<file path="config.mk">
export PLATFORM = sky130hd
export DESIGN_NAME = pat_section_pid_extractor
export DESIGN_NICKNAME = d
export VERILOG_FILES = /design/src/design/pse_pkg.sv /design/src/design/pse_front.sv /design/src/design/pse_queue.sv /design/src/design/pse_back.sv /design/src/design/pat_section_pid_extractor.sv
export SDC_FILE = /design/constraint.sdc
export NUM_CORES = 1
export LEC_CHECK = 0
export ABC_CLOCK_PERIOD_IN_PS = 5600
export BUFFER_PORTS_ARGS = -buffer_cell sky130_fd_sc_hd__buf_2
export CORE_ASPECT_RATIO = 1.25
export CORE_MARGIN = 10
export CORE_UTILIZATION = 37
export DETAILED_ROUTE_END_ITERATION = 8
export HOLD_SLACK_MARGIN = 0.03
export PLACE_DENSITY = 0.61
export SYNTH_ARGS = -nofsm -noshare
export SYNTH_HDL_FRONTEND = slang
export SYNTH_HIERARCHICAL = 1
export SYNTH_SLANG_ARGS = --single-unit
</file>
<file path="constraint.sdc">
create_clock -name i_clk -period 5.6 [get_ports i_clk]
set_clock_uncertainty 0.1 [all_clocks]
set_input_delay 0.28 -clock i_clk [delete_from_list [all_inputs] [get_ports i_clk]]
set_output_delay 0.28 -clock i_clk [all_outputs]
set_load 0.03 [all_outputs]
</file>
<file path="src/design/pse_pkg.sv">
package pse_pkg;

    // Record kinds carried on the output.
    localparam logic REC_PROGRAM = 1'b0;
    localparam logic REC_SUMMARY = 1'b1;

    // Shortest section that holds a header and a CRC.
    localparam logic [11:0] MIN_LENGTH = 12'd9;

    // Record queue between the parser and the output stage.
    localparam int QUEUE_DEPTH = 4;
    localparam int QUEUE_AW    = $clog2(QUEUE_DEPTH);

    // Header walk of one section.
    typedef enum logic [1:0] {
        HDR_IDLE,
        HDR_LEN_HI,
        HDR_LEN_LO,
        HDR_BODY
    } t_hdr;

    // One result word.
    typedef struct packed {
        logic        record_kind;
        logic [7:0]  table_id;
        logic [11:0] section_length;
        logic [15:0] program_number;
        logic [12:0] pmt_pid;
        logic [9:0]  pid_count;
        logic        malformed;
    } t_rec;

    // Parser to queue push.
    typedef struct packed {
        logic push;
        t_rec rec;
    } t_push;

endpackage

</file>
<file path="src/design/pse_front.sv">
module pse_front (
    input  logic          i_clk,
    input  logic          i_rst_n,
    input  logic          i_valid,
    output logic          o_stall,
    input  logic [7:0]    i_section_byte,
    input  logic          i_first_byte,
    output pse_pkg::t_push o_push,
    input  logic          i_full
);
    import pse_pkg::*;

    t_hdr        r_hdr,   n_hdr;
    logic [11:0] r_pos,   n_pos;
    logic [7:0]  r_tid,   n_tid;
    logic [11:0] r_len,   n_len;
    logic [23:0] r_entry, n_entry;
    logic [9:0]  r_count, n_count;

    logic        w_accept;
    logic [11:0] w_k;
    logic [11:0] w_len_full;
    logic [12:0] w_k_plus4;
    logic        w_in_entry;

    // A word is taken whenever the queue has room.
    assign o_stall  = i_full;
    assign w_accept = i_valid && !i_full;

    assign w_k        = r_pos + 12'd1;
    assign w_len_full = {r_len[11:8], i_section_byte};
    assign w_k_plus4  = {1'b0, w_k} + 13'd4;

    // Last byte of a complete entry that lies before the CRC region.
    assign w_in_entry = (r_len >= MIN_LENGTH) && (w_k >= 12'd9)
                        && (w_k_plus4 <= {1'b0, r_len}) && (w_k[1:0] == 2'd1);

    // Header walk, entry gathering and record forming.
    always_comb begin
        n_hdr   = r_hdr;
        n_pos   = r_pos;
        n_tid   = r_tid;
        n_len   = r_len;
        n_entry = r_entry;
        n_count = r_count;
        o_push  = '0;
        o_push.rec.table_id       = r_tid;
        o_push.rec.section_length = r_len;
        if (w_accept) begin
            if (i_first_byte) begin
                n_hdr   = HDR_LEN_HI;
                n_pos   = '0;
                n_tid   = i_section_byte;
                n_len   = '0;
                n_entry = '0;
                n_count = '0;
            end else begin
                unique case (r_hdr)
                    HDR_IDLE: begin
                    end
                    HDR_LEN_HI: begin
                        n_len = {i_section_byte[3:0], 8'd0};
                        n_hdr = HDR_LEN_LO;
                    end
                    HDR_LEN_LO: begin
                        n_len = w_len_full;
                        n_hdr = HDR_BODY;
                        if (w_len_full == 12'd0) begin
                            // Empty section closes at once.
                            n_hdr                     = HDR_IDLE;
                            o_push.push               = 1'b1;
                            o_push.rec.record_kind    = REC_SUMMARY;
                            o_push.rec.section_length = 12'd0;
                            o_push.rec.pid_count      = r_count;
                            o_push.rec.malformed      = 1'b1;
                        end
                    end
                    HDR_BODY: begin
                        n_pos   = w_k;
                        n_entry = {r_entry[15:0], i_section_byte};
                        if (w_in_entry && (r_entry[23:8] != 16'd0)) begin
                            o_push.push               = 1'b1;
                            o_push.rec.record_kind    = REC_PROGRAM;
                            o_push.rec.program_number = r_entry[23:8];
                            o_push.rec.pmt_pid        = {r_entry[4:0], i_section_byte};
                            if (r_count != 10'h3FF) begin
                                n_count = r_count + 10'd1;
                            end
                        end
                        if (w_k == r_len) begin
                            n_hdr                  = HDR_IDLE;
                            o_push.push            = 1'b1;
                            o_push.rec.record_kind = REC_SUMMARY;
                            o_push.rec.pid_count   = r_count;
                            o_push.rec.malformed   = (r_len < MIN_LENGTH);
                        end
                    end
                    default: begin
                    end
                endcase
            end
        end
    end

    // State registers.
    always_ff @(posedge i_clk) begin
        if (!i_rst_n) begin
            r_hdr   <= HDR_IDLE;
            r_pos   <= '0;
            r_tid   <= '0;
            r_len   <= '0;
            r_entry <= '0;
            r_count <= '0;
        end else begin
            r_hdr   <= n_hdr;
            r_pos   <= n_pos;
            r_tid   <= n_tid;
            r_len   <= n_len;
            r_entry <= n_entry;
            r_count <= n_count;
        end
    end

endmodule

</file>
<file path="src/design/pse_queue.sv">
module pse_queue (
    input  logic           i_clk,
    input  logic           i_rst_n,
    input  pse_pkg::t_push i_push,
    output logic           o_full,
    input  logic           i_pop,
    output logic           o_empty,
    output pse_pkg::t_rec  o_rec
);
    import pse_pkg::*;

    t_rec              r_mem [QUEUE_DEPTH];
    logic [QUEUE_AW-1:0] r_wr, r_rd;
    logic [QUEUE_AW:0]   r_fill;
    logic              w_wr, w_rd;

    assign o_full  = (r_fill == (QUEUE_AW+1)'(QUEUE_DEPTH));
    assign o_empty = (r_fill == '0);
    assign w_wr    = i_push.push && !o_full;
    assign w_rd    = i_pop && !o_empty;
    assign o_rec   = r_mem[r_rd];

    // Storage for queued records.
    always_ff @(posedge i_clk) begin
        if (w_wr) begin
            r_mem[r_wr] <= i_push.rec;
        end
    end

    // Pointers and fill level.
    always_ff @(posedge i_clk) begin
        if (!i_rst_n) begin
            r_wr   <= '0;
            r_rd   <= '0;
            r_fill <= '0;
        end else begin
            if (w_wr) begin
                r_wr <= r_wr + 1'b1;
            end
            if (w_rd) begin
                r_rd <= r_rd + 1'b1;
            end
            if (w_wr && !w_rd) begin
                r_fill <= r_fill + 1'b1;
            end else if (w_rd && !w_wr) begin
                r_fill <= r_fill - 1'b1;
            end
        end
    end

endmodule

</file>
<file path="src/design/pse_back.sv">
module pse_back (
    input  logic          i_clk,
    input  logic          i_rst_n,
    input  logic          i_empty,
    input  pse_pkg::t_rec i_rec,
    output logic          o_pop,
    output logic          o_valid,
    input  logic          i_stall,
    output pse_pkg::t_rec o_rec
);
    import pse_pkg::*;

    logic r_valid;
    t_rec r_rec;

    // Load the output register when it is free or being taken.
    assign o_pop   = !i_empty && (!r_valid || !i_stall);
    assign o_valid = r_valid;
    assign o_rec   = r_rec;

    always_ff @(posedge i_clk) begin
        if (!i_rst_n) begin
            r_valid <= 1'b0;
        end else if (o_pop) begin
            r_valid <= 1'b1;
        end else if (!i_stall) begin
            r_valid <= 1'b0;
        end
    end

    always_ff @(posedge i_clk) begin
        if (o_pop) begin
            r_rec <= i_rec;
        end
    end

endmodule

</file>
<file path="src/design/pat_section_pid_extractor.sv">
// A result word passes through the record queue and then the output register.
// Throughput: one section byte per cycle while o_stall is low; at most one word per byte.
// A four-entry record queue sits between the byte parser and the output
// register, so input stalls only when that queue is full.
// Reset is synchronous and active low; it closes any open section.
module pat_section_pid_extractor (
    input  logic        i_clk,
    input  logic        i_rst_n,
    input  logic        i_valid,
    output logic        o_stall,
    input  logic [7:0]  i_section_byte,
    input  logic        i_first_byte,
    output logic        o_valid,
    input  logic        i_stall,
    output logic        o_record_kind,
    output logic [7:0]  o_table_id,
    output logic [11:0] o_section_length,
    output logic [15:0] o_program_number,
    output logic [12:0] o_pmt_pid,
    output logic [9:0]  o_pid_count,
    output logic        o_malformed
);
    import pse_pkg::*;

    t_push w_push;
    logic  w_full, w_empty, w_pop;
    t_rec  w_qrec, w_orec;

    pse_front u_front (
        .i_clk          (i_clk),
        .i_rst_n        (i_rst_n),
        .i_valid        (i_valid),
        .o_stall        (o_stall),
        .i_section_byte (i_section_byte),
        .i_first_byte   (i_first_byte),
        .o_push         (w_push),
        .i_full         (w_full)
    );

    pse_queue u_queue (
        .i_clk   (i_clk),
        .i_rst_n (i_rst_n),
        .i_push  (w_push),
        .o_full  (w_full),
        .i_pop   (w_pop),
        .o_empty (w_empty),
        .o_rec   (w_qrec)
    );

    pse_back u_back (
        .i_clk   (i_clk),
        .i_rst_n (i_rst_n),
        .i_empty (w_empty),
        .i_rec   (w_qrec),
        .o_pop   (w_pop),
        .o_valid (o_valid),
        .i_stall (i_stall),
        .o_rec   (w_orec)
    );

    // Output word fields.
    assign o_record_kind    = w_orec.record_kind;
    assign o_table_id       = w_orec.table_id;
    assign o_section_length = w_orec.section_length;
    assign o_program_number = w_orec.program_number;
    assign o_pmt_pid        = w_orec.pmt_pid;
    assign o_pid_count      = w_orec.pid_count;
    assign o_malformed      = w_orec.malformed;

endmodule
</file>
# Yosys cells after proc, flatten, opt, wreduce, memory -nomap -nowiden
# Memories as Yosys holds them, arrays and structs flattened. A register that Yosys moved wholly into a read port is not among the register bits.
# Cells that the tools add are included.
# classes
add_sub_neg,7
mul,0
div,0
n_lt_le_gt_ge,4
eq_ne,10
shifts,0
mux,35
bitwise,0
reduce_logical,33
# ops
operator,n
52-bit two-way mux,2
12-bit two-way mux,5
29-bit two-way mux,2
24-bit two-way mux,2
10-bit two-way mux,4
12-bit by 4-bit greater-or-equal comparator with 1-bit output (second input constant),2
12-bit one-hot mux with 2 select lines,1
11-bit two-way mux,2
11-bit one-hot mux with 2 select lines,1
2-bit two-way mux,8
16-bit nonzero test,1
12-bit by 3-bit adder with 13-bit output (second input constant),1
13-bit by 12-bit <= comparator with 1-bit output,1
12-bit by 1-bit adder with 12-bit output (second input constant),1
12-bit equality test,1
12-bit zero test,1
12-bit by 4-bit less-than comparator with 1-bit output (second input constant),1
10-bit by 1-bit adder with 10-bit output (second input constant),1
1-bit logical AND,10
10-bit != test (second input constant),1
2-bit nonzero test,5
1-bit zero test,6
3-bit two-way mux,2
2-bit one-hot mux with 3 select lines,1
other kinds (18),27
# word_totals
reg_bits,76
latch_bits,0
ramBits,244
romBits,0
in_bits,13
output_inout_bits,63
wordCells,101
memories,1
# memory_table
name,depth,width,rd,rd_clocked_by_memory_dff,wr,line,source
u_queue.r_mem,4,61,1,1,1,pse_queue.sv:12,t_rec r_mem [QUEUE_DEPTH];

# Depth between registers and ports, before layout
# depth
word_depth,16
mapped_depth,26
depth_no_buf,23

# Modules after synthesis
# The synthesis kept the hierarchy.
# by_module_without_submodules
mod,instances,cells_each,area_each_um2,seq_area_each_um2
pse_queue,1,367,9349.0,7507.2
pse_front,1,545,4171.5,1361.3
pse_back,1,65,1871.8,1851.8

# Worst setup path before layout
# No wires, ideal clock.
# synth_timing
kind,register to register
from,register u_front.r_pos[0]
to,"memory u_queue/r_mem[0][0] (netlist name), enable pin"
setup_ps,425
arrival_ps,5473
required_ps,5075
setup_slack_ps,-399
path_stages_with_launch,20
n_path_buf,2
synth_period_minus_slack_ps,5999
cell_sequence,dfxtp_1 > ha_1 > nand3_1 > or3_1 > and2_0 > nor3_1 > nand2_1 > nor3_1 > xnor2_1 > ha_1 > nand3_1 > or4_1 > o211ai_1 > nand4_2 > nor2_1 > clkbuf_1 > or2_1 > nor2b_1 > buf_2 > and2_1
# synth_lines
element,line,source
start: declaration,pse_front.sv:14,"logic [11:0] r_pos, n_pos;"
start signal: assignment,pse_front.sv:116,r_pos <= n_pos;
end: declaration,pse_queue.sv:12,

==> results.py <==
metrics = {
    "sta": {
        "worst_slack_ns": 0.453,
        "finalSetupTns_ns": 0,
        "min_period_ns": 5.15,
        "slew_headroom_pct": 33.6,
        "min_period_over_period_pct": 91.9,
        "rsz0062_at_grt": "false",
        "setup_viol": 0,
        "tightest_slew_ns": 0.996,
        "slew_violations": 0,
        "hold_ws_ns": 0.0540,
        "hold_viol_final": 0,
        "clock.fmax_mhz": 194,
    },
    "die": {
        "fp.dieH_um": 248,
        "rows": 83,
        "initial_utilization_pct": 37.4,
        "core-area_sq_um": 41100,
        "pin_count": 76,
        "fp.dieArea_sq_um": 50200,
        "die_w_um": 202,
    },
    "critical_path": {
        "ff2ff_path_depth": 22,
        "critPathTopFamily": "simple AND/OR/NAND/NOR gates",
        "critPathMaxFanout": 8,
        "cp.arrival_ns": 5.51,
        "timing.rr.end": "u_queue/r_fill[2]",
        "cp_slowest_cell": "or4_1",
        "cp-start-kind": "flip-flop",
        "reg2reg_from": "u_front/r_pos[1]",
        "slowest_delay_ns": 0.47,
        "required_ns": 5.96,
        "worst-r2r-setup-slack_ns": 0.45,
        "crit_path_end_kind": "flip-flop",
        "cp_num_buf_inv": 1,
        "path_class": "reg -> reg",
        "path_cells": "ha_2, nand3_1, or3_1, and2_0, nor3_2, nand2_1, nor3_1, xnor2_1, ha_1, nand3_1, or4_1, o211ai_1, nand4_2, nor2_1, or2_1, nor2b_1, ha_1, inv_1, fa_1, xor2_1, or3_1, a21boi_0",
    },
    "place": {
        "portBuffers": 75,
        "dpl.hpwl_um": 20600,
        "gp_congestion": 0.782,
        "place_ws_ns": 0.0956,
        "place_inst": 1576,
    },
    "finish": {
        "finalNetCount": 1109,
        "instances_no_fill": 1655,
        "nFillCells": 3722,
        "regArea_sq_um": 10700,
        "syn_to_final_growth_pct": 15.3,
        "multi_input_area_sq_um": 4250,
        "drive_above_1_share_pct": 22.1,
    },
    "logic_synthesis": {
        "seq_area_frac_synth_pct": 69.6,
        "synth-main-ff-cell": "edfxtp_1",
        "synth-seq-cells": 383,
        "yosysWarnings": 6,
        "synth_edf_count": 305,
        "yosysUniqueCellTypes": 64,
        "synth_area_sq_um": 15400,
        "netlist_instances": 977,
        "synth_area_per_cell_sq_um": 15.8,
        "syn-num-nets": 1013,
        "ys_async_sr_fraction_pct": 0,
    },
    "detailed_routing": {
        "drt_first_iter_violations": 580,
        "drc": 0,
        "vias": 8453,
        "routedWlPerCell_um": 19.6,
        "viasPerCell": 5.11,
        "drt-pass1-iter-count": 6,
        "postRouteAntennaNets": 0,
        "wirelength_um": 32400,
    },
    "grt": {
        "grtUsageTotal_pct": 12.8,
        "grt_pass1_vias": 8493,
        "antenna_found_initial": 3,
        "grt_max_degree": 63,
        "grt_pass1_wl_um": 50400,
        "overflow": 0,
    },
    "run": {
        "drv_cap": 0,
    },
    "power_and_ir_drop": {
        "powerDensity_nw_per_um2": 318,
        "ir_drop_uv": 172,
        "p_leak_nw": 6.13,
    },
    "clock_network": {
        "h-tree-depth": 2,
        "ctsLongestPathBuffers": 3,
        "cts_tree": "done",
        "cts.sinks": 383,
        "root_buffer": "clkbuf_16",
        "clock_latency_ns": 0.53,
        "clk_pin_slew_ns": 0.06,
        "cts_buffers": 37,
    },
    "outcome": {
        "status": "completed",
    },
    "hold_path": {
        "hold_end": "u_queue/r_fill[2]",
        "holdCritStartpoint": "i_rst_n",
        "hold_path_depth": 2,
        "hp-class": "in -> reg",
    },
}
-- layout make-up --
| class | count | share of cell area [%] |
|---|---|---|
| Timing Repair Buffer | 114 | 4.24 |
| Tap cell | 552 | 3.89 |
| Inverter | 23 | 0.487 |
| Clock inverter | 17 | 1.09 |
| Sequential cell | 383 | 60.4 |
| Clock buffer | 51 | 5.87 |
| Multi-Input combinational cell | 514 | 24.0 |
| Antenna cell | 1 | 0.0141 |
-- through the flow --
step                utilization (%)  instance area [sq um]  power [mW]
finish                         43.1                  17700        5.65
detailed placement             39.9                  16400        3.18
CTS                            43.1                  17700        5.71
floorplan                         -                  15400        3.15
global placement               39.9                  16400        3.18
global route                   43.1                  17700        5.84
-- state kept, by name, indices dropped and copies added, names as in the netlist, named ones only --
name,cells
u_queue/r_mem,244
u_back/o_rec,61
u_front/r_entry,24
u_front/r_len,12
u_front/r_pos,12
u_front/r_count,10
u_front/r_tid,8
u_queue/r_fill,3
u_front/r_hdr,2
u_queue/r_rd,2
u_queue/r_wr,2
u_back/o_valid,1
-- cells in the mapped netlist (3+ instances only) --
cell type  count  share of area (%)
buf_2         13               0.42
or3_1          4               0.16
and2_1        48                2.0
nand2b_1       4               0.16
nor2_1        63                1.5
xnor2_1       23                1.3
ha_1          22                1.8
mux4_2        61                8.9
nor3_1        11               0.36
a211oi_1       3               0.15
dfxtp_1       78                 10
a21oi_1       37                1.2
edfxtp_1     305                 60
clkbuf_1      30               0.73
o31ai_1        7               0.34
o21ai_0       13               0.42
or4_1          3               0.15
and3_1         7               0.28
o211ai_1      10               0.49
inv_1         23               0.56
a22oi_1       26                1.3
nor4_1        11               0.45
nand3_1       38                1.2
nand4_1        5               0.20
a31oi_1        3               0.12
nand2_1       54                1.3
nor2b_1        9               0.37
xor2_1        10               0.57
buf_6          4               0.29
buf_12         6               0.78
mux2i_1        4               0.26
-- placed cells by master (no fill, tap or decap), types with 10 or more instances in the layout --
master | synthesis | layout
nand2_1 | 54 | 54
mux4_2 | 61 | 61
ha_1 | 22 | 21
nor4_1 | 11 | 11
and2_1 | 48 | 44
nand3_1 | 38 | 38
dfxtp_1 | 78 | 75
a22oi_1 | 26 | 26
o21ai_0 | 13 | 13
nor3_1 | 11 | 10
clkbuf_1 | 30 | 10
edfxtp_1 | 305 | 305
nor2_1 | 63 | 63
inv_1 | 23 | 22
a21oi_1 | 37 | 36
buf_2 | 13 | 75
xor2_1 | 10 | 10
o211ai_1 | 10 | 10
buf_4 | 2 | 25
xnor2_1 | 23 | 22
clkbuf_16 | 0 | 39
-- power by group --
| group | switching (mW) | internal (mW) |
|---|---|---|
| logic | 0.0538 | 0.0223 |
| clock network | 1.03 | 1.49 |
| registers | 0.00931 | 3.04 |
-- per-layer routing --
metal	vias up	GRT usage [%]	routed length [um]	part of all wire, %
met4	4	4.48	787	2.4
met5	-	0	21	0.065
met2	183	22.3	16500	51
li1	3939	-	-	-
met3	51	2.44	1410	4.4
met1	4276	15.7	13600	42
-- worst max path at each step --
| stage | endpoint | slack [ns] | depth (start not counted) | from |
|---|---|---|---|---|
| 6_report | u_queue/r_fill[2] | 0.45 | 22 | u_front/r_pos[1] |
| 5_1_grt | u_queue/r_fill[2] | 0.02 | 22 | u_front/r_pos[1] |
| 4_1_cts | u_queue/r_fill[2] | 0.08 | 22 | u_front/r_pos[1] |
| 3_5_place_dp | u_queue/r_fill[2] | 0.1 | 22 | u_front/r_pos[1] |
| 3_3_place_gp | u_queue/r_fill[2] | 0.22 | 22 | u_front/r_pos[1] |
| 2_1_floorplan | u_queue/r_fill[2] | 0.19 | 24 | u_front/r_pos[0] |
-- repair_timing --
item,4_1_cts,5_1_grt
gates resized for setup,0,4
buffers inserted,0,1
endpoints found under the setup margin,0,156
hold buffers,9,0
endpoints found under the hold margin,21,0
-- logic make-up (layout without fill, tap and decap cells) --
kind of cell	count (synthesis)	count (layout)	synth area share, %
and+or+nand+nor	270	270	9.00
muxes	65	65	9.19
adders and majority gates	23	23	1.92
buffers and inverters	80	205	2.93
other	0	1	0
AOI/OAI and AO/OA	122	122	5.33
xor gates and xnor gates	34	34	1.98
DFF	383	383	69.6
Note: power is estimated with default switching activity, not from simulation.
